<file path="src/design/mqttd_pkg.sv">
// Package for the MQTT packet deframer: parser phase codes, byte role codes
// and the result beat structure. No dependencies.
`default_nettype none

package mqttd_pkg;

    localparam int PhaseW = 4;
    localparam int RoleW  = 3;
    localparam int LenW   = 28;
    localparam int TopicW = 16;

    localparam logic [PhaseW-1:0] PH_HDR     = 4'd0;
    localparam logic [PhaseW-1:0] PH_LEN     = 4'd1;
    localparam logic [PhaseW-1:0] PH_TLEN_HI = 4'd2;
    localparam logic [PhaseW-1:0] PH_TLEN_LO = 4'd3;
    localparam logic [PhaseW-1:0] PH_TOPIC   = 4'd4;
    localparam logic [PhaseW-1:0] PH_PID_HI  = 4'd5;
    localparam logic [PhaseW-1:0] PH_PID_LO  = 4'd6;
    localparam logic [PhaseW-1:0] PH_PAYLOAD = 4'd7;
    localparam logic [PhaseW-1:0] PH_BODY    = 4'd8;
    localparam logic [PhaseW-1:0] PH_DISCARD = 4'd9;

    localparam logic [RoleW-1:0] ROLE_HDR     = 3'd0;
    localparam logic [RoleW-1:0] ROLE_LEN     = 3'd1;
    localparam logic [RoleW-1:0] ROLE_TLEN    = 3'd2;
    localparam logic [RoleW-1:0] ROLE_TOPIC   = 3'd3;
    localparam logic [RoleW-1:0] ROLE_PID     = 3'd4;
    localparam logic [RoleW-1:0] ROLE_PAYLOAD = 3'd5;
    localparam logic [RoleW-1:0] ROLE_BODY    = 3'd6;
    localparam logic [RoleW-1:0] ROLE_DISCARD = 3'd7;

    localparam logic [3:0] TYPE_PUBLISH = 4'h3;

    typedef struct packed {
        logic [7:0]       data_byte;
        logic [RoleW-1:0] byte_role;
        logic [3:0]       packet_type;
        logic             qos_nonzero;
        logic             last_of_packet;
        logic             length_error;
        logic             topic_error;
    } mqttd_result_t;

endpackage

`default_nettype wire

</file>
<file path="src/design/mqttd_parser.sv">
// Parser state and per-byte labeling logic of the MQTT packet deframer.
// Depends on mqttd_pkg.
`default_nettype none

module mqttd_parser import mqttd_pkg::*;
(
    input  wire logic          clk,
    input  wire logic          rst_n,
    input  wire logic          take,
    input  wire logic [7:0]    rx_byte,
    output mqttd_result_t      result
);

    logic [PhaseW-1:0] phase_reg, phase_next;
    logic [LenW-1:0]   body_left_reg, body_left_next;
    logic [1:0]        length_index_reg, length_index_next;
    logic [LenW-1:0]   length_shift_value_reg, length_shift_value_next;
    logic [TopicW-1:0] topic_left_reg, topic_left_next;
    logic [7:0]        topic_len_high_reg, topic_len_high_next;
    logic [3:0]        current_type_reg, current_type_next;
    logic              current_qos_reg, current_qos_next;

    logic [LenW-1:0]   body_dec;
    logic              body_done;
    logic [TopicW-1:0] topic_dec;
    logic [LenW-1:0]   len_part;
    logic [LenW-1:0]   len_acc;
    logic [TopicW-1:0] tlen;
    logic [PhaseW-1:0] after_topic;
    logic              is_publish;

    logic [RoleW-1:0]  role;
    logic              last;
    logic              lerr;
    logic              terr;

    always_comb
    begin
        body_dec  = (body_left_reg != '0) ? body_left_reg - 1'b1 : body_left_reg;
        body_done = (body_dec == '0);
        topic_dec = (topic_left_reg != '0) ? topic_left_reg - 1'b1 : topic_left_reg;
        case (length_index_reg)
            2'd0:    len_part = {21'b0, rx_byte[6:0]};
            2'd1:    len_part = {14'b0, rx_byte[6:0], 7'b0};
            2'd2:    len_part = {7'b0, rx_byte[6:0], 14'b0};
            default: len_part = {rx_byte[6:0], 21'b0};
        endcase
        len_acc     = length_shift_value_reg | len_part;
        tlen        = {topic_len_high_reg, rx_byte};
        is_publish  = (current_type_reg == TYPE_PUBLISH);
        // packet id only when it fits in what is left of the body
        after_topic = (current_qos_reg && body_dec >= LenW'(2)) ? PH_PID_HI : PH_PAYLOAD;
    end

    always_comb
    begin
        phase_next              = phase_reg;
        body_left_next          = body_left_reg;
        length_index_next       = length_index_reg;
        length_shift_value_next = length_shift_value_reg;
        topic_left_next         = topic_left_reg;
        topic_len_high_next     = topic_len_high_reg;
        current_type_next       = current_type_reg;
        current_qos_next        = current_qos_reg;
        role = ROLE_DISCARD;
        last = 1'b0;
        lerr = 1'b0;
        terr = 1'b0;

        unique case (phase_reg)
            PH_LEN:
            begin
                role = ROLE_LEN;
                length_shift_value_next = len_acc;
                if (!rx_byte[7])
                begin
                    body_left_next = len_acc;
                    if (is_publish && len_acc < LenW'(2))
                    begin
                        terr = 1'b1;
                        if (len_acc == '0)
                        begin
                            last       = 1'b1;
                            phase_next = PH_HDR;
                        end
                        else
                        begin
                            phase_next = PH_DISCARD;
                        end
                    end
                    else if (len_acc == '0)
                    begin
                        last       = 1'b1;
                        phase_next = PH_HDR;
                    end
                    else
                    begin
                        phase_next = is_publish ? PH_TLEN_HI : PH_BODY;
                    end
                end
                else if (length_index_reg == 2'd3)
                begin
                    lerr           = 1'b1;
                    last           = 1'b1;
                    body_left_next = '0;
                    phase_next     = PH_HDR;
                end
                else
                begin
                    length_index_next = length_index_reg + 1'b1;
                end
            end
            PH_TLEN_HI:
            begin
                role                = ROLE_TLEN;
                topic_len_high_next = rx_byte;
                body_left_next      = body_dec;
                if (body_done)
                begin
                    last       = 1'b1;
                    phase_next = PH_HDR;
                end
                else
                begin
                    phase_next = PH_TLEN_LO;
                end
            end
            PH_TLEN_LO:
            begin
                role           = ROLE_TLEN;
                body_left_next = body_dec;
                if (body_done)
                begin
                    last       = 1'b1;
                    phase_next = PH_HDR;
                    terr       = (tlen != '0);
                end
                else if ({12'b0, tlen} > body_dec)
                begin
                    terr       = 1'b1;
                    phase_next = PH_DISCARD;
                end
                else
                begin
                    topic_left_next = tlen;
                    phase_next      = (tlen != '0) ? PH_TOPIC : after_topic;
                end
            end
            PH_TOPIC:
            begin
                role            = ROLE_TOPIC;
                topic_left_next = topic_dec;
                body_left_next  = body_dec;
                if (body_done)
                begin
                    last       = 1'b1;
                    phase_next = PH_HDR;
                end
                else if (topic_dec == '0)
                begin
                    phase_next = after_topic;
                end
            end
            PH_PID_HI, PH_PID_LO, PH_PAYLOAD, PH_BODY, PH_DISCARD:
            begin
                case (phase_reg)
                    PH_PID_HI, PH_PID_LO: role = ROLE_PID;
                    PH_PAYLOAD:           role = ROLE_PAYLOAD;
                    PH_BODY:              role = ROLE_BODY;
                    default:              role = ROLE_DISCARD;
                endcase
                body_left_next = body_dec;
                if (body_done)
                begin
                    last       = 1'b1;
                    phase_next = PH_HDR;
                end
                else if (phase_reg == PH_PID_HI)
                begin
                    phase_next = PH_PID_LO;
                end
                else if (phase_reg == PH_PID_LO)
                begin
                    phase_next = PH_PAYLOAD;
                end
            end
            default:
            begin
                // fixed header; unused phase codes land here too
                role                    = ROLE_HDR;
                current_type_next       = rx_byte[7:4];
                current_qos_next        = (rx_byte[2:1] != 2'b00);
                length_index_next       = '0;
                length_shift_value_next = '0;
                body_left_next          = '0;
                topic_left_next         = '0;
                topic_len_high_next     = '0;
                phase_next              = PH_LEN;
            end
        endcase

        result.data_byte      = rx_byte;
        result.byte_role      = role;
        result.packet_type    = current_type_next;
        result.qos_nonzero    = current_qos_next;
        result.last_of_packet = last;
        result.length_error   = lerr;
        result.topic_error    = terr;
    end

    always_ff @(posedge clk or negedge rst_n)
    begin
        if (!rst_n)
        begin
            phase_reg              <= PH_HDR;
            body_left_reg          <= '0;
            length_index_reg       <= '0;
            length_shift_value_reg <= '0;
            topic_left_reg         <= '0;
            topic_len_high_reg     <= '0;
            current_type_reg       <= '0;
            current_qos_reg        <= 1'b0;
        end
        else if (take)
        begin
            phase_reg              <= phase_next;
            body_left_reg          <= body_left_next;
            length_index_reg       <= length_index_next;
            length_shift_value_reg <= length_shift_value_next;
            topic_left_reg         <= topic_left_next;
            topic_len_high_reg     <= topic_len_high_next;
            current_type_reg       <= current_type_next;
            current_qos_reg        <= current_qos_next;
        end
    end

endmodule

`default_nettype wire

</file>
<file path="config.mk">
export PLATFORM = sky130hd
export DESIGN_NAME = mqttd_parser
export DESIGN_NICKNAME = d
export VERILOG_FILES = /design/src/design/mqttd_pkg.sv /design/src/design/mqttd_parser.sv
export SDC_FILE = /design/constraint.sdc
export NUM_CORES = 1
export LEC_CHECK = 0
export BUFFER_PORTS_ARGS = -buffer_cell sky130_fd_sc_hd__buf_2
export CORE_MARGIN = 3
export CORE_UTILIZATION = 33
export DETAILED_ROUTE_END_ITERATION = 8
export HOLD_SLACK_MARGIN = 0.15
export SLEW_MARGIN = 20
export SYNTH_ARGS = -nofsm -noshare
export SYNTH_HDL_FRONTEND = slang
export SYNTH_SLANG_ARGS = --single-unit
</file>
<file path="constraint.sdc">
create_clock -name clk -period 12.7 [get_ports clk]
set_input_delay 3.175 -clock clk [delete_from_list [all_inputs] [get_ports clk]]
set_output_delay 3.175 -clock clk [all_outputs]
set_load 0.005 [all_outputs]
</file>
Word level (Yosys, flattened, before mapping):

Index checks and enable logic that the tools add are counted.

* add/sub/neg operators: 3
* order comparisons: 3
* equality and inequality tests: 20
* mux-type cells: 47
* bitwise operators: 4
* reduce and logical (&&, ||, !) cells: 23

Operators with widths (count)
* $pmux W28 S2: 2
* $mux W28: 3
* $pmux W28 S3: 1
* $logic_not A28 Y1: 2
* $mux W4: 14
* $mux W16: 3
* $pmux W16 S3: 1
* $reduce_bool A16 Y1: 2
* $ge A28 B2 Y1 const B: 1
* $gt A16 B28 Y1: 1
* $lt A28 B2 Y1 const B: 1
* $or A28 B28 Y28: 1
* $reduce_bool A28 Y1: 1
* $sub A28 B1 Y28 const B: 1
* $pmux W4 S5: 1
* $eq A4 B3 Y1 const B: 4
* $logic_not A16 Y1: 1
* $pmux W8 S2: 1
* $reduce_or A8 Y1: 2
* $sub A16 B1 Y16 const B: 1
* $eq A4 B2 Y1 const B: 3
* $pmux W3 S4: 1
* $reduce_and A4 Y1: 3
* $mux W1: 11
* 21 further kinds: 38

* register bits: 91
* bits of input ports: 11
* output and inout bits: 19
* word-level logic and storage cells: 108

Logic depth before layout (Yosys ltp):

* depth in word-level cells: 9
* mapped depth: 19
* depth with buffers taken out: 17

Least setup slack after synthesis:

No wires, ideal clock.

* kind: input to output
* start point: input port rx_byte[3]
* end point: output port result[0] (netlist bit)
* data arrival time: 4.886 ns
* required time: 9.525 ns
* slack: 4.639 ns
* stages on the path: 8
* buffers on the path: 3
* cell sequence: clkbuf_1 > a21oi_1 > and4_1 > o2111ai_1 > or4_1 > clkbuf_1 > o32ai_1 > buf_4

* word-level cells in the longest chain between the ends: 7
* elaborated cells on any way between the ends: 11
* those cells by class: 2 x order compare; 6 x mux; 1 x bitwise; 2 x reduce/logical

RTL lines
* from (decl): line mqttd_parser.sv:10 `input wire logic [7:0] rx_byte,`
* $pmux W28 S3: line mqttd_parser.sv:42 `case (length_index_reg)`
* $or A28 B28 Y28: line mqttd_parser.sv:48 `len_acc = length_shift_value_reg | len_part;`
* $lt A28 B2 Y1: line mqttd_parser.sv:78 `if (is_publish && len_acc < LenW'(2))`
* $logic_and A1 B1 Y1: line mqttd_parser.sv:78
* $mux W1: line mqttd_parser.sv:78
* $mux W1: line mqttd_parser.sv:75 `if (!rx_byte[7])`
* $pmux W1 S2 *: line mqttd_parser.sv:70 `unique case (phase_reg)`
* to (decl): line mqttd_parser.sv:11 `output mqttd_result_t result`

Mark *: on every way between the ends. The rest lies on a longest branch, timed or not.

==> metrics.cfg <==
[timing]
finClkSkew_ns=0.00609
drv_slew=0
fin_crit_sh_pct=67.1
grt_setup_unrepaired=false
worst_slew_pin_slew_ns=0.953
setup_viol=0
fmax_ghz=0.117
finalHoldViolCount=0
max_slew_margin_pct=36.1
fin_crit_ns=8.53
fin_setup_tns_ns=0

[layout]
layout_common_cells=a21oi_1, nor2_1, dfrtp_1
area_growth_pct=8.37
diodes=0
final_util_pct=37.2
mostFrequentLayoutCell=a21oi_1
drive_above_1_share_pct=10.5
layout.nets=828

[grt]
grt_max_degree=66
use_met1_pct=28.6
grt_pass1_vias=5927
grt_usage_pct=19.8
grtUsageMet2_pct=30.5
grt_busiest_layer=met2
antenna_found_initial=0
grt-ovfl-total=0
grt_pass1_wl_mm=34.1
met3_usage_pct=3.39

[detailed_routing]
drtPass1Iterations=6
drc=0
post_drt_wl_per_cell_um=20.6
routed_wl_mm=21.8
viasPerCell=6.02
ant_nets=0
num_vias=6369
drt_iter0_drc=679

[flow_run]
drv_cap=0

[synthesis]
ys_warn_count=0
syn_avg_cell_area_um2=8.11
synth_edf_count=0
synthArstFlopShare_pct=100
synthesis.instances=807
ys_seq_area_share_pct=34.8
synth_fp_nets=842
synth_ff_type=dfrtp_1
synth_seq_cells=91
netlist_area_mm2=0.00655
synth.distinct_cells=73

[power_and_ir_drop]
sw_frac_of_total_pct=49.5
power_frac_comb_pct=55.1
p_switching_uw=894
clock_power_share_pct=15.8
p_per_area_mw_per_mm2=254
vdd_ir_drop_max_mv=0.133
power.leakage_nw=2.89
p_seq_share_pct=29.1
internal_power_uw=912

[worst_hold_path]
holdPathStages=2
min_to=length_shift_value_reg[3]
hp-start=length_shift_value_reg[3]
hold_class=flip-flop to flip-flop

[clock_network]
numCtsBuffers=9
clkTransAtPathRegs_ns=0.07
cts_setup_buffers=0
cts-root-buf=clkbuf_16
clock_path_buffers=2
numClockSinks=91
cts.repair.resized=0
ctsHoldBuffers=0
htree_levels=3
clk_latency_ns=0.36
cts_tree=built

[critical_path]
arrival_ns=5.35
cpPeakStageDelay_ns=0.67
crit_type=input port to output port
crit_top_cell=buf_2
reg2reg_from=body_left_reg[0]
rrSetupSlack_ns=7.59
r2r_cells=17
r2r_end=phase_reg[1]
critPathRequiredTime_ns=9.52
cp-end-kind=output port
critPathSlowestCell=or4_1
critPathMaxFanout=12
crit_chain=buf_2 -> a21oi_1 -> and4_1 -> o2111ai_1 -> or4_1 -> o32ai_1 -> buf_2
worstSetupStartpointType=input port

[die]
pin_count=30
dieArea_mm2=0.0216
core_mm2=0.0191
die_h_um=147
initial_utilization_pct=34.3
rows=50
dieWidth_um=147

[placement]
place_hpwl_mm=15.6
port_buffers=29
routabilityCongestion=0.928

[status]
status=finished, final reports clean

-- cell type report --
cell class                      count  area, um^2
Fill cell                        1971       12000
Multi-Input combinational cell    634        3900
Sequential cell                    91        2280
Tap cell                          260         325
Clock buffer                       10         229
Timing Repair Buffer               39         223
Clock inverter                      6        72.6
Inverter                           18        67.6
-- logic make-up (layout without fill, tap and decap cells) --
group | count (synthesis) | count (layout) | synth area share [%]
adders and majority gates | 24 | 24 | 4.59
AOI/OAI and AO/OA | 283 | 283 | 27.1
and+or+nand+nor | 297 | 297 | 23.3
xor gates and xnor gates | 16 | 16 | 2.14
buffers and inverters | 82 | 73 | 5.71
muxes | 14 | 14 | 2.43
DFF | 91 | 91 | 34.8
-- power by group through the flow --
stage | sequential (mW) | clock (mW) | combinational, mW
floorplan | 0.451 | 0 | 0.763
global placement | 0.524 | 0 | 0.976
detailed placement | 0.523 | 0 | 0.975
CTS | 0.518 | 0.289 | 0.981
global route | 0.536 | 0.300 | 1.10
finish | 0.525 | 0.285 | 0.995
-- cells in the mapped netlist, drive strengths merged (7+ instances only) --
library cell,instances,area [um^2]
a21oi,97,485
nor2,97,380
dfrtp,91,2280
o21ai,72,360
nand2,61,229
clkbuf,45,169
nor3,27,135
ha,24,300
nor4,23,165
buf,19,138
inv,18,67.6
o22ai,15,93.8
or4,15,128
mux2,12,139
xnor2,12,105
o21a,11,82.6
a21o,10,75.1
nand3,10,50.1
nand4,10,62.6
o221ai,10,87.6
or3,10,62.6
a22o,7,61.3
nor2b,7,43.8
-- metrics by stage --
stage	total power, mW	std cells	hold WS, ns	cell area (um^2)	worst slack [ns]
final	1.81	1058	0.495	7100	4.17
after global routing	1.94	1058	0.523	7100	4.06
after CTS	1.79	1058	0.491	7100	4.20
after detailed placement	1.50	1042	0.474	6790	4.21
after global placement	1.50	1042	0.480	6790	4.24
after floorplan	1.21	807	0.449	6550	4.64
-- routing by layer --
| metal | part of all wire, % | wire, um |
|---|---|---|
| met4 | 2.0 | 440 |
| met2 | 45 | 9730 |
| met5 | 0 | 0 |
| met3 | 8.3 | 1800 |
| met1 | 45 | 9800 |
-- worst max-delay path: cells and delay by family --
kind            cells  cell delay [ns]
simple gates        2             0.91
compound gates      3             0.85
buf+inv             2             0.40
-- worst max path at each step --
| stage | start | endpoint | slack (ns) | cells past startpoint |
|---|---|---|---|---|
| 2_1_floorplan | rx_byte[3] | result[0] | 4.64 | 8 |
| 3_3_place_gp | rx_byte[5] | result[0] | 4.24 | 8 |
| 3_5_place_dp | rx_byte[5] | result[0] | 4.21 | 8 |
| 4_1_cts | rx_byte[5] | result[0] | 4.20 | 8 |
| 5_1_grt | rx_byte[5] | result[0] | 4.06 | 8 |
| 6_report | rx_byte[3] | result[0] | 4.17 | 7 |
(Power assumes the default switching activity.)
